### src/rtl/dlle_pkg.sv
// Shared constants, codes and types of the doubly linked list engine.
package dlle_pkg;

   localparam int NODES       = 32;
   localparam int IDX_W       = (NODES > 1) ? $clog2(NODES) : 1;
   localparam int CNT_W       = $clog2(NODES + 1);
   localparam int MAX_RESULTS = 32;

   localparam logic [3:0] MODE_APPEND    = 4'd0;
   localparam logic [3:0] MODE_INS_HEAD  = 4'd1;
   localparam logic [3:0] MODE_INS_TAIL  = 4'd2;
   localparam logic [3:0] MODE_INS_AFTER = 4'd3;
   localparam logic [3:0] MODE_DEL_HEAD  = 4'd4;
   localparam logic [3:0] MODE_DEL_TAIL  = 4'd5;
   localparam logic [3:0] MODE_DEL_AFTER = 4'd6;
   localparam logic [3:0] MODE_DEL_VALUE = 4'd7;
   localparam logic [3:0] MODE_READ_FWD  = 4'd8;
   localparam logic [3:0] MODE_READ_REV  = 4'd9;

   localparam logic [1:0] STAT_OK       = 2'd0;
   localparam logic [1:0] STAT_EMPTY    = 2'd1;
   localparam logic [1:0] STAT_NOTFOUND = 2'd2;
   localparam logic [1:0] STAT_FULL     = 2'd3;

   typedef enum logic [8:0] {
      ST_IDLE   = 9'b000000001,
      ST_DECODE = 9'b000000010,
      ST_FETCH  = 9'b000000100,
      ST_SCHK   = 9'b000001000,
      ST_INS_A  = 9'b000010000,
      ST_INS_B  = 9'b000100000,
      ST_DEL    = 9'b001000000,
      ST_RESP   = 9'b010000000,
      ST_RDOUT  = 9'b100000000
   } state_type;

   typedef struct packed {
      logic             pop;
      logic             push;
      logic [IDX_W-1:0] push_idx;
   } alloc_req_type;

endpackage

### src/rtl/dlle_alloc.sv
// Node allocator: fresh-node counter plus a stack of released nodes.
module dlle_alloc (
   input  logic                        clock,
   input  logic                        reset,
   input  dlle_pkg::alloc_req_type     req,
   output logic [dlle_pkg::IDX_W-1:0]  new_node
);

   logic [dlle_pkg::CNT_W-1:0] fresh_ff, fresh_in;
   logic [dlle_pkg::CNT_W-1:0] sp_ff, sp_in;
   logic [dlle_pkg::CNT_W-1:0] sp_dec;
   logic [dlle_pkg::IDX_W-1:0] top_ff;
   logic [dlle_pkg::IDX_W-1:0] free_mem [dlle_pkg::NODES];
   logic                       fresh_left;

   assign fresh_left = fresh_ff < dlle_pkg::CNT_W'(dlle_pkg::NODES);
   assign sp_dec     = sp_ff - 1'b1;
   assign new_node   = fresh_left ? fresh_ff[dlle_pkg::IDX_W-1:0] : top_ff;

   always_comb begin
      fresh_in = fresh_ff;
      sp_in    = sp_ff;
      if (req.pop) begin
         if (fresh_left) fresh_in = fresh_ff + 1'b1;
         else sp_in = sp_dec;
      end else if (req.push) begin
         sp_in = sp_ff + 1'b1;
      end
   end

   always_ff @(posedge clock) begin
      if (reset) begin
         fresh_ff <= '0;
         sp_ff    <= '0;
      end else begin
         fresh_ff <= fresh_in;
         sp_ff    <= sp_in;
      end
   end

   // stack memory: one write, one registered read at the top
   always_ff @(posedge clock) begin
      if (req.push) free_mem[sp_ff[dlle_pkg::IDX_W-1:0]] <= req.push_idx;
      top_ff <= free_mem[sp_dec[dlle_pkg::IDX_W-1:0]];
   end

endmodule

### src/rtl/doubly_linked_list_engine.sv
// Doubly linked list engine: sequencer around value and link memories.
// Flow: IDLE, DECODE, RESP; inserts at head/tail and append finish their work in DECODE;
//   head/tail deletes add FETCH and DEL; key searches add FETCH, a walk in SCHK, then INS_A/INS_B or DEL.
// Reads give the first element in RDOUT after FETCH, then one per cycle while the receiver
//   takes them, set by the link memory read loop; one command at a time.
// Reset (synchronous): list empty, all nodes free, no result pending.
module doubly_linked_list_engine (
   input  logic                        clock,
   input  logic                        reset,
   input  logic                        req_valid,
   output logic                        req_ready,
   input  logic [3:0]                  req_mode,
   input  logic signed [31:0]          req_value,
   input  logic signed [31:0]          req_key,
   output logic                        rsp_valid,
   input  logic                        rsp_ready,
   output logic [1:0]                  rsp_status,
   output logic signed [31:0]          rsp_value_out,
   output logic [5:0]                  rsp_count,
   output logic                        rsp_last
);

   localparam int IW = dlle_pkg::IDX_W;
   localparam int CW = dlle_pkg::CNT_W;

   dlle_pkg::state_type state_ff, state_in;

   // captured command
   logic [3:0]  mode_ff, mode_in;
   logic [31:0] value_ff, value_in;
   logic [31:0] key_ff, key_in;

   // list registers
   logic [IW-1:0] head_ff, head_in;
   logic [IW-1:0] tail_ff, tail_in;
   logic [CW-1:0] count_ff, count_in;

   // walk registers
   logic [IW-1:0] cur_ff, cur_in;
   logic [IW-1:0] n_ff, n_in;
   logic [IW-1:0] q_ff, q_in;
   logic          wastail_ff, wastail_in;
   logic [CW-1:0] k_ff, k_in;
   logic [1:0]    status_ff, status_in;

   // result register
   logic          rsp_valid_ff, rsp_valid_in;
   logic [1:0]    rsp_status_ff, rsp_status_in;
   logic [31:0]   rsp_value_ff, rsp_value_in;
   logic [5:0]    rsp_count_ff, rsp_count_in;
   logic          rsp_last_ff, rsp_last_in;

   // memories, read together at one address, data registered
   logic [31:0]   val_mem  [dlle_pkg::NODES];
   logic [IW-1:0] next_mem [dlle_pkg::NODES];
   logic [IW-1:0] prev_mem [dlle_pkg::NODES];
   logic [31:0]   rv_ff;
   logic [IW-1:0] rn_ff, rp_ff;
   logic [IW-1:0] raddr;

   logic          val_we, next_we, prev_we;
   logic [IW-1:0] val_wa, next_wa, prev_wa;
   logic [31:0]   val_wd;
   logic [IW-1:0] next_wd, prev_wd;

   dlle_pkg::alloc_req_type alloc_req;
   logic [IW-1:0]           new_node;

   logic          full, empty, slot_free, match, rd_last;
   logic [CW-1:0] total;
   logic [IW-1:0] link;

   dlle_alloc u_alloc (
      .clock    (clock),
      .reset    (reset),
      .req      (alloc_req),
      .new_node (new_node)
   );

   assign full      = count_ff == CW'(dlle_pkg::NODES);
   assign empty     = count_ff == '0;
   assign slot_free = !rsp_valid_ff || rsp_ready;
   assign total     = (int'(count_ff) < dlle_pkg::MAX_RESULTS) ? count_ff
                                                               : CW'(dlle_pkg::MAX_RESULTS);
   assign rd_last   = k_ff == total - 1'b1;
   assign link      = (mode_ff == dlle_pkg::MODE_READ_FWD) ? rn_ff : rp_ff;
   // delete after skips a match on the tail: it has no successor
   assign match     = (rv_ff == key_ff) &&
                      !((mode_ff == dlle_pkg::MODE_DEL_AFTER) && (cur_ff == tail_ff));

   assign req_ready     = state_ff == dlle_pkg::ST_IDLE;
   assign rsp_valid     = rsp_valid_ff;
   assign rsp_status    = rsp_status_ff;
   assign rsp_value_out = rsp_value_ff;
   assign rsp_count     = rsp_count_ff;
   assign rsp_last      = rsp_last_ff;

   always_comb begin
      state_in      = state_ff;
      mode_in       = mode_ff;
      value_in      = value_ff;
      key_in        = key_ff;
      head_in       = head_ff;
      tail_in       = tail_ff;
      count_in      = count_ff;
      cur_in        = cur_ff;
      n_in          = n_ff;
      q_in          = q_ff;
      wastail_in    = wastail_ff;
      k_in          = k_ff;
      status_in     = status_ff;
      rsp_valid_in  = rsp_valid_ff && !rsp_ready;
      rsp_status_in = rsp_status_ff;
      rsp_value_in  = rsp_value_ff;
      rsp_count_in  = rsp_count_ff;
      rsp_last_in   = rsp_last_ff;
      raddr         = cur_ff;
      val_we  = 1'b0; val_wa  = '0; val_wd  = '0;
      next_we = 1'b0; next_wa = '0; next_wd = '0;
      prev_we = 1'b0; prev_wa = '0; prev_wd = '0;
      alloc_req = '0;

      case (state_ff)
         dlle_pkg::ST_IDLE: begin
            if (req_valid) begin
               mode_in   = req_mode;
               value_in  = req_value;
               key_in    = req_key;
               status_in = dlle_pkg::STAT_OK;
               state_in  = dlle_pkg::ST_DECODE;
            end
         end

         dlle_pkg::ST_DECODE: begin
            state_in = dlle_pkg::ST_RESP;
            case (mode_ff)
               dlle_pkg::MODE_APPEND, dlle_pkg::MODE_INS_TAIL: begin
                  if (empty && mode_ff == dlle_pkg::MODE_INS_TAIL) begin
                     status_in = dlle_pkg::STAT_EMPTY;
                  end else if (full) begin
                     status_in = dlle_pkg::STAT_FULL;
                  end else begin
                     alloc_req.pop = 1'b1;
                     val_we = 1'b1; val_wa = new_node; val_wd = value_ff;
                     if (empty) begin
                        head_in = new_node;
                     end else begin
                        next_we = 1'b1; next_wa = tail_ff;  next_wd = new_node;
                        prev_we = 1'b1; prev_wa = new_node; prev_wd = tail_ff;
                     end
                     tail_in  = new_node;
                     count_in = count_ff + 1'b1;
                  end
               end
               dlle_pkg::MODE_INS_HEAD: begin
                  if (empty) status_in = dlle_pkg::STAT_EMPTY;
                  else if (full) status_in = dlle_pkg::STAT_FULL;
                  else begin
                     alloc_req.pop = 1'b1;
                     val_we  = 1'b1; val_wa  = new_node; val_wd  = value_ff;
                     next_we = 1'b1; next_wa = new_node; next_wd = head_ff;
                     prev_we = 1'b1; prev_wa = head_ff;  prev_wd = new_node;
                     head_in  = new_node;
                     count_in = count_ff + 1'b1;
                  end
               end
               dlle_pkg::MODE_INS_AFTER: begin
                  if (empty) status_in = dlle_pkg::STAT_EMPTY;
                  else if (full) status_in = dlle_pkg::STAT_FULL;
                  else begin
                     cur_in   = head_ff;
                     state_in = dlle_pkg::ST_FETCH;
                  end
               end
               dlle_pkg::MODE_DEL_HEAD, dlle_pkg::MODE_DEL_AFTER,
               dlle_pkg::MODE_DEL_VALUE, dlle_pkg::MODE_READ_FWD: begin
                  if (empty) status_in = dlle_pkg::STAT_EMPTY;
                  else begin
                     cur_in   = head_ff;
                     k_in     = '0;
                     state_in = dlle_pkg::ST_FETCH;
                  end
               end
               dlle_pkg::MODE_DEL_TAIL, dlle_pkg::MODE_READ_REV: begin
                  if (empty) status_in = dlle_pkg::STAT_EMPTY;
                  else begin
                     cur_in   = tail_ff;
                     k_in     = '0;
                     state_in = dlle_pkg::ST_FETCH;
                  end
               end
               default: status_in = dlle_pkg::STAT_OK;
            endcase
         end

         // memory read of cur in flight
         dlle_pkg::ST_FETCH: begin
            case (mode_ff)
               dlle_pkg::MODE_READ_FWD, dlle_pkg::MODE_READ_REV:
                  state_in = dlle_pkg::ST_RDOUT;
               dlle_pkg::MODE_DEL_HEAD, dlle_pkg::MODE_DEL_TAIL:
                  state_in = dlle_pkg::ST_DEL;
               default:
                  state_in = dlle_pkg::ST_SCHK;
            endcase
         end

         // one node checked per cycle; next read issued straight from the link
         dlle_pkg::ST_SCHK: begin
            if (match) begin
               case (mode_ff)
                  dlle_pkg::MODE_INS_AFTER: state_in = dlle_pkg::ST_INS_A;
                  dlle_pkg::MODE_DEL_AFTER: begin
                     raddr    = rn_ff;
                     cur_in   = rn_ff;
                     state_in = dlle_pkg::ST_DEL;
                  end
                  default: state_in = dlle_pkg::ST_DEL;
               endcase
            end else if (cur_ff == tail_ff) begin
               status_in = dlle_pkg::STAT_NOTFOUND;
               state_in  = dlle_pkg::ST_RESP;
            end else begin
               raddr  = rn_ff;
               cur_in = rn_ff;
            end
         end

         // new node after cur: its own entries and the tail
         dlle_pkg::ST_INS_A: begin
            alloc_req.pop = 1'b1;
            val_we  = 1'b1; val_wa  = new_node; val_wd  = value_ff;
            prev_we = 1'b1; prev_wa = new_node; prev_wd = cur_ff;
            next_we = 1'b1; next_wa = new_node; next_wd = rn_ff;
            n_in       = new_node;
            q_in       = rn_ff;
            wastail_in = cur_ff == tail_ff;
            if (cur_ff == tail_ff) tail_in = new_node;
            state_in = dlle_pkg::ST_INS_B;
         end

         // splice the neighbors onto it
         dlle_pkg::ST_INS_B: begin
            next_we = 1'b1; next_wa = cur_ff; next_wd = n_ff;
            if (!wastail_ff) begin
               prev_we = 1'b1; prev_wa = q_ff; prev_wd = n_ff;
            end
            count_in = count_ff + 1'b1;
            state_in = dlle_pkg::ST_RESP;
         end

         // unlink cur; its links are in rn/rp
         dlle_pkg::ST_DEL: begin
            if (count_ff <= CW'(1)) begin
               count_in = '0;
            end else begin
               if (cur_ff == head_ff) head_in = rn_ff;
               else if (cur_ff == tail_ff) tail_in = rp_ff;
               else begin
                  next_we = 1'b1; next_wa = rp_ff; next_wd = rn_ff;
                  prev_we = 1'b1; prev_wa = rn_ff; prev_wd = rp_ff;
               end
               count_in = count_ff - 1'b1;
            end
            alloc_req.push     = 1'b1;
            alloc_req.push_idx = cur_ff;
            state_in = dlle_pkg::ST_RESP;
         end

         dlle_pkg::ST_RESP: begin
            if (slot_free) begin
               rsp_valid_in  = 1'b1;
               rsp_status_in = status_ff;
               rsp_value_in  = '0;
               rsp_count_in  = 6'(count_ff);
               rsp_last_in   = 1'b1;
               state_in      = dlle_pkg::ST_IDLE;
            end
         end

         // one element per transfer; stalled reads re-read cur
         dlle_pkg::ST_RDOUT: begin
            if (slot_free) begin
               rsp_valid_in  = 1'b1;
               rsp_status_in = dlle_pkg::STAT_OK;
               rsp_value_in  = rv_ff;
               rsp_count_in  = 6'(count_ff);
               rsp_last_in   = rd_last;
               if (rd_last) begin
                  state_in = dlle_pkg::ST_IDLE;
               end else begin
                  raddr  = link;
                  cur_in = link;
                  k_in   = k_ff + 1'b1;
               end
            end
         end

         default: state_in = dlle_pkg::ST_IDLE;
      endcase
   end

   always_ff @(posedge clock) begin
      if (reset) begin
         state_ff     <= dlle_pkg::ST_IDLE;
         head_ff      <= '0;
         tail_ff      <= '0;
         count_ff     <= '0;
         rsp_valid_ff <= 1'b0;
      end else begin
         state_ff     <= state_in;
         head_ff      <= head_in;
         tail_ff      <= tail_in;
         count_ff     <= count_in;
         rsp_valid_ff <= rsp_valid_in;
      end
   end

   always_ff @(posedge clock) begin
      mode_ff       <= mode_in;
      value_ff      <= value_in;
      key_ff        <= key_in;
      cur_ff        <= cur_in;
      n_ff          <= n_in;
      q_ff          <= q_in;
      wastail_ff    <= wastail_in;
      k_ff          <= k_in;
      status_ff     <= status_in;
      rsp_status_ff <= rsp_status_in;
      rsp_value_ff  <= rsp_value_in;
      rsp_count_ff  <= rsp_count_in;
      rsp_last_ff   <= rsp_last_in;
   end

   always_ff @(posedge clock) begin
      if (val_we)  val_mem[val_wa]   <= val_wd;
      if (next_we) next_mem[next_wa] <= next_wd;
      if (prev_we) prev_mem[prev_wa] <= prev_wd;
      rv_ff <= val_mem[raddr];
      rn_ff <= next_mem[raddr];
      rp_ff <= prev_mem[raddr];
   end

endmodule

### config.mk
export PLATFORM = sky130hd
export DESIGN_NAME = doubly_linked_list_engine
export DESIGN_NICKNAME = d
export VERILOG_FILES = /design/src/rtl/dlle_pkg.sv /design/src/rtl/dlle_alloc.sv /design/src/rtl/doubly_linked_list_engine.sv
export SDC_FILE = /design/constraint.sdc
export NUM_CORES = 2
export LEC_CHECK = 0
export BUFFER_PORTS_ARGS = -buffer_cell sky130_fd_sc_hd__buf_2
export CAP_MARGIN = 25
export CELL_PAD_IN_SITES_DETAIL_PLACEMENT = 0
export CELL_PAD_IN_SITES_GLOBAL_PLACEMENT = 1
export CORE_UTILIZATION = 55
export CTS_CLUSTER_DIAMETER = 200
export DETAILED_ROUTE_END_ITERATION = 16
export PLACE_DENSITY = 0.93
export SLEW_MARGIN = 20
export SYNTH_ARGS = -nofsm -noshare
export SYNTH_HDL_FRONTEND = slang
export SYNTH_SLANG_ARGS = --single-unit
### constraint.sdc
create_clock -name clock -period 7.6 [get_ports clock]
set_input_delay 0 -clock clock [delete_from_list [all_inputs] [get_ports clock]]
set_output_delay 0 -clock clock [all_outputs]
set_load 0.005 [all_outputs]
==> results.ini <==
[setup_path]
critical_path_class = reg2reg
cp-end-kind = flop
cp.arrival_ps = 6380
cp_cell_sequence = nor3_1 -> nand3_1 -> o311ai_0 -> a22oi_1 -> o22ai_4 -> buf_4 -> buf_4 -> nand2_1 -> nand3_1 -> nand4_1 -> nor3_2
cp.required_ps = 8270
path_delay_family = simple AND/OR/NAND/NOR gates
cp.depth = 11
r2r_cells = 11
crit_buf_inv = 2
crit_fanout = 86
critical_path.slowest_cell = o311ai_0
crit_path_max_incr_delay_ps = 860
cp-start-kind = flop
rrSetupSlack_ps = 1890

[synthesis]
synth_top_area_share = 0.7227
synth_top_cell_by_area = edfxtp_1
synth-seq-cells = 1721
synth_edf_count = 1637
synth_top_family_by_area = simple AND/OR/NAND/NOR gates
synth_mux_area_frac = 0.04523
synthArstFlopShare = 0
yosys_warnings = 0
yosysSeqAreaShare = 0.7474
synth-simple-area-share = 0.1372
ys_types = 80
synthXorXnorAreaFrac = 0.007597
syn_avg_cell_area_um2 = 14.56
synth_area_um2 = 68020
ys.flop_type = edfxtp_1
synth-compound-area-share = 0.04139
synthAdderAreaFrac = 0.001840
synth_nets = 4752
synthCells = 4670
synthTopCellsByArea = edfxtp_1, nand2_1, mux2i_1, nand3_1, dfxtp_1

[drt]
drt-wirelength-per-cell_um = 27.83
viasPerCell = 6.447
num_vias = 43150
first_pass_iters = 6
drtIter0Drc = 6629
drc = 0
wl_um = 186300
ant_nets = 0

[cells_and_area]
design_area_um2 = 77450
seq_area_um2 = 50840
final_nets = 5018
drive_above_1_share = 0.1273
n_fill_cell = 8012
multiInputGateArea_um2 = 16180
syn2layout_area_growth_pct = 13.86

[clocking]
clock_latency_ps = 820
post_cts_buffers = 0
cts_buffer_depth = 3
cts_tree = built
root_buffer = clkbuf_16
cts.sinks = 1721
htree_levels = 4
cts_resized = 0
path_clk_slew_ps = 70
cts_buffers = 159

[power_and_ir_drop]
power_switching_mw = 4.166
powerDensity_nw_per_um2 = 248.1
irDropWorstVdd_uv = 296.7
combPwrFrac = 0.041
finalPower_mw = 19.22
seqPwrFrac = 0.547
internal-power_mw = 15.05
power_leakage_nw = 25.65
p_sw_frac = 0.2168
clkPwrFrac = 0.413

[placement]
port_buffers = 114
dpl.hpwl_um = 101600
place_area_um2 = 70650
place.gp.congestion = 0.8829

[grt]
first_global_vias = 42210
grt_use_total = 0.2938
overflow = 0
grt_antenna_before_repair = 4
grt_max_degree = 191
grt_pass1_wl_um = 271100

[sta]
period_needed_ps = 5708
finalCritPeriodShare = 0.7511
holdWs_ps = 83.55
grt_setup_unrepaired = false
drv_slew = 0
hold_violations = 0
worst_pin_slew_ps = 1174
setup_tns_ps = 0
fin_skew_ps = 45.13
max_freq_mhz = 175.2
final-setup-viol-count = 0
max-slew-margin-rel = 0.2175

[min_path]
hold_depth = 2
holdCritPathClass = in2reg

[run_status]
outcome = finished clean

[floorplanning]
core_um2 = 122200
die_area_um2 = 125100
row_count = 128
die_h_um = 353.7
initial_core_util = 0.5566
fp.dieW_um = 353.7
ios = 115

[run]
maxCapViolations = 0

==> layout by cell type, fill, tap and decap left out, drive strengths merged, types with 7 or more instances in the layout <==
| cell | synthesis | routed |
|---|---|---|
| nand2 | 1071 | 1071 |
| nand4 | 131 | 131 |
| edfxtp | 1637 | 1637 |
| nand2b | 10 | 10 |
| nor3 | 59 | 59 |
| a211oi | 9 | 9 |
| ha | 10 | 10 |
| buf | 142 | 228 |
| dfxtp | 84 | 84 |
| a21oi | 46 | 46 |
| mux2i | 187 | 187 |
| clkbuf | 122 | 214 |
| mux4 | 50 | 50 |
| nor2 | 216 | 216 |
| and2 | 75 | 75 |
| a32oi | 169 | 169 |
| xor2 | 44 | 44 |
| nand3 | 363 | 363 |
| mux2 | 7 | 7 |
| a22oi | 13 | 13 |
| nor4 | 29 | 29 |
| inv | 21 | 26 |
| clkinv | 1 | 56 |
| o21ai | 25 | 25 |
| dlygate4sd3 | 0 | 140 |
| a221o | 20 | 20 |
| a221oi | 7 | 7 |
| o211ai | 8 | 8 |
| a211o | 7 | 7 |
| a31oi | 7 | 7 |
| or3 | 8 | 8 |
| xnor2 | 15 | 15 |
| bufinv | 0 | 11 |
==> per-layer routing <==
metal  GRT usage  share of wire
met5           0              0
met4      0.1458          0.050
met3     0.06835           0.13
met2      0.4656           0.47
met1      0.3835           0.35
==> kinds of logic after synthesis <==
| group | after synthesis |
|---|---|
| AOI/OAI and AO/OA | 348 |
| and+or+nand+nor | 2002 |
| muxes | 244 |
| buffers and inverters | 286 |
| adders and majority gates | 10 |
| DFF | 1721 |
| xor gates and xnor gates | 59 |
==> metrics by stage <==
stage               cells  setup WS (ps)  utilization
finish               6693           1892       0.6338
global route         6692           1608       0.6338
CTS                  6673           1997       0.6315
detailed placement   6243           2126       0.5782
global placement     6234           2085       0.5764
floorplan            4670           3426            -
==> repair_timing <==
action | in CTS | in global routing
setup endpoints to repair | 0 | 0
endpoints found under the hold margin | 139 | 0
hold buffers | 140 | 0
==> synthesized netlist by cell type (44+ instances only) <==
library cell,instances
edfxtp_1,1637
nand2_1,1071
nand3_1,363
nor2_1,216
mux2i_1,187
a32oi_1,169
nand4_1,131
clkbuf_1,122
buf_2,115
dfxtp_1,84
and2_1,74
mux4_2,50
a21oi_1,45
xor2_1,44
==> final cells by class <==
| class | instances | share of cell area |
|---|---|---|
| antenna | 3 | 0.00009693 |
| clock buffer | 213 | 0.05640 |
| clock inverter | 77 | 0.009613 |
| inverter | 22 | 0.001066 |
| multi-input combinational | 2663 | 0.2089 |
| sequential | 1721 | 0.6565 |
| tap | 1625 | 0.02625 |
| timing repair buffer | 369 | 0.04121 |
==> power by group through the flow <==
stage | logic [mW] | registers (mW) | clock network (mW)
3_3_place_gp | 0.670 | 10.7 | 0
5_1_grt | 0.818 | 10.5 | 8.28
6_report | 0.780 | 10.5 | 7.93
2_1_floorplan | 0.461 | 10.6 | 0
3_5_place_dp | 0.689 | 10.7 | 0
4_1_cts | 0.751 | 10.5 | 7.87
==> worst paths after layout <==
path,endpoint,startpoint
worst max-delay path,rv_ff[31],state_ff[2]
worst min-delay path,key_ff[26],req_key[26]
worst max register to register,rv_ff[31],state_ff[2]
worst min register to register,head_ff[2],head_ff[2]
==> state kept, by name, indices dropped and copies added, names as in the netlist, 9 cells and up <==
name              cells
next_mem            160
rsp_value_out        32
value_ff             32
state_ff              9
val_mem            1024
prev_mem            160
u_alloc.free_mem    160
key_ff               32
rv_ff                32
==> worst reg2reg max path: cells and delay by family, from the launching register on <==
family / cells / cell delay, ps
simple gates: 6 / 2140
compound gates: 3 / 1610
buf+inv: 2 / 1510
flops: 1 / 330
Note: power is estimated with default switching activity, not from simulation.
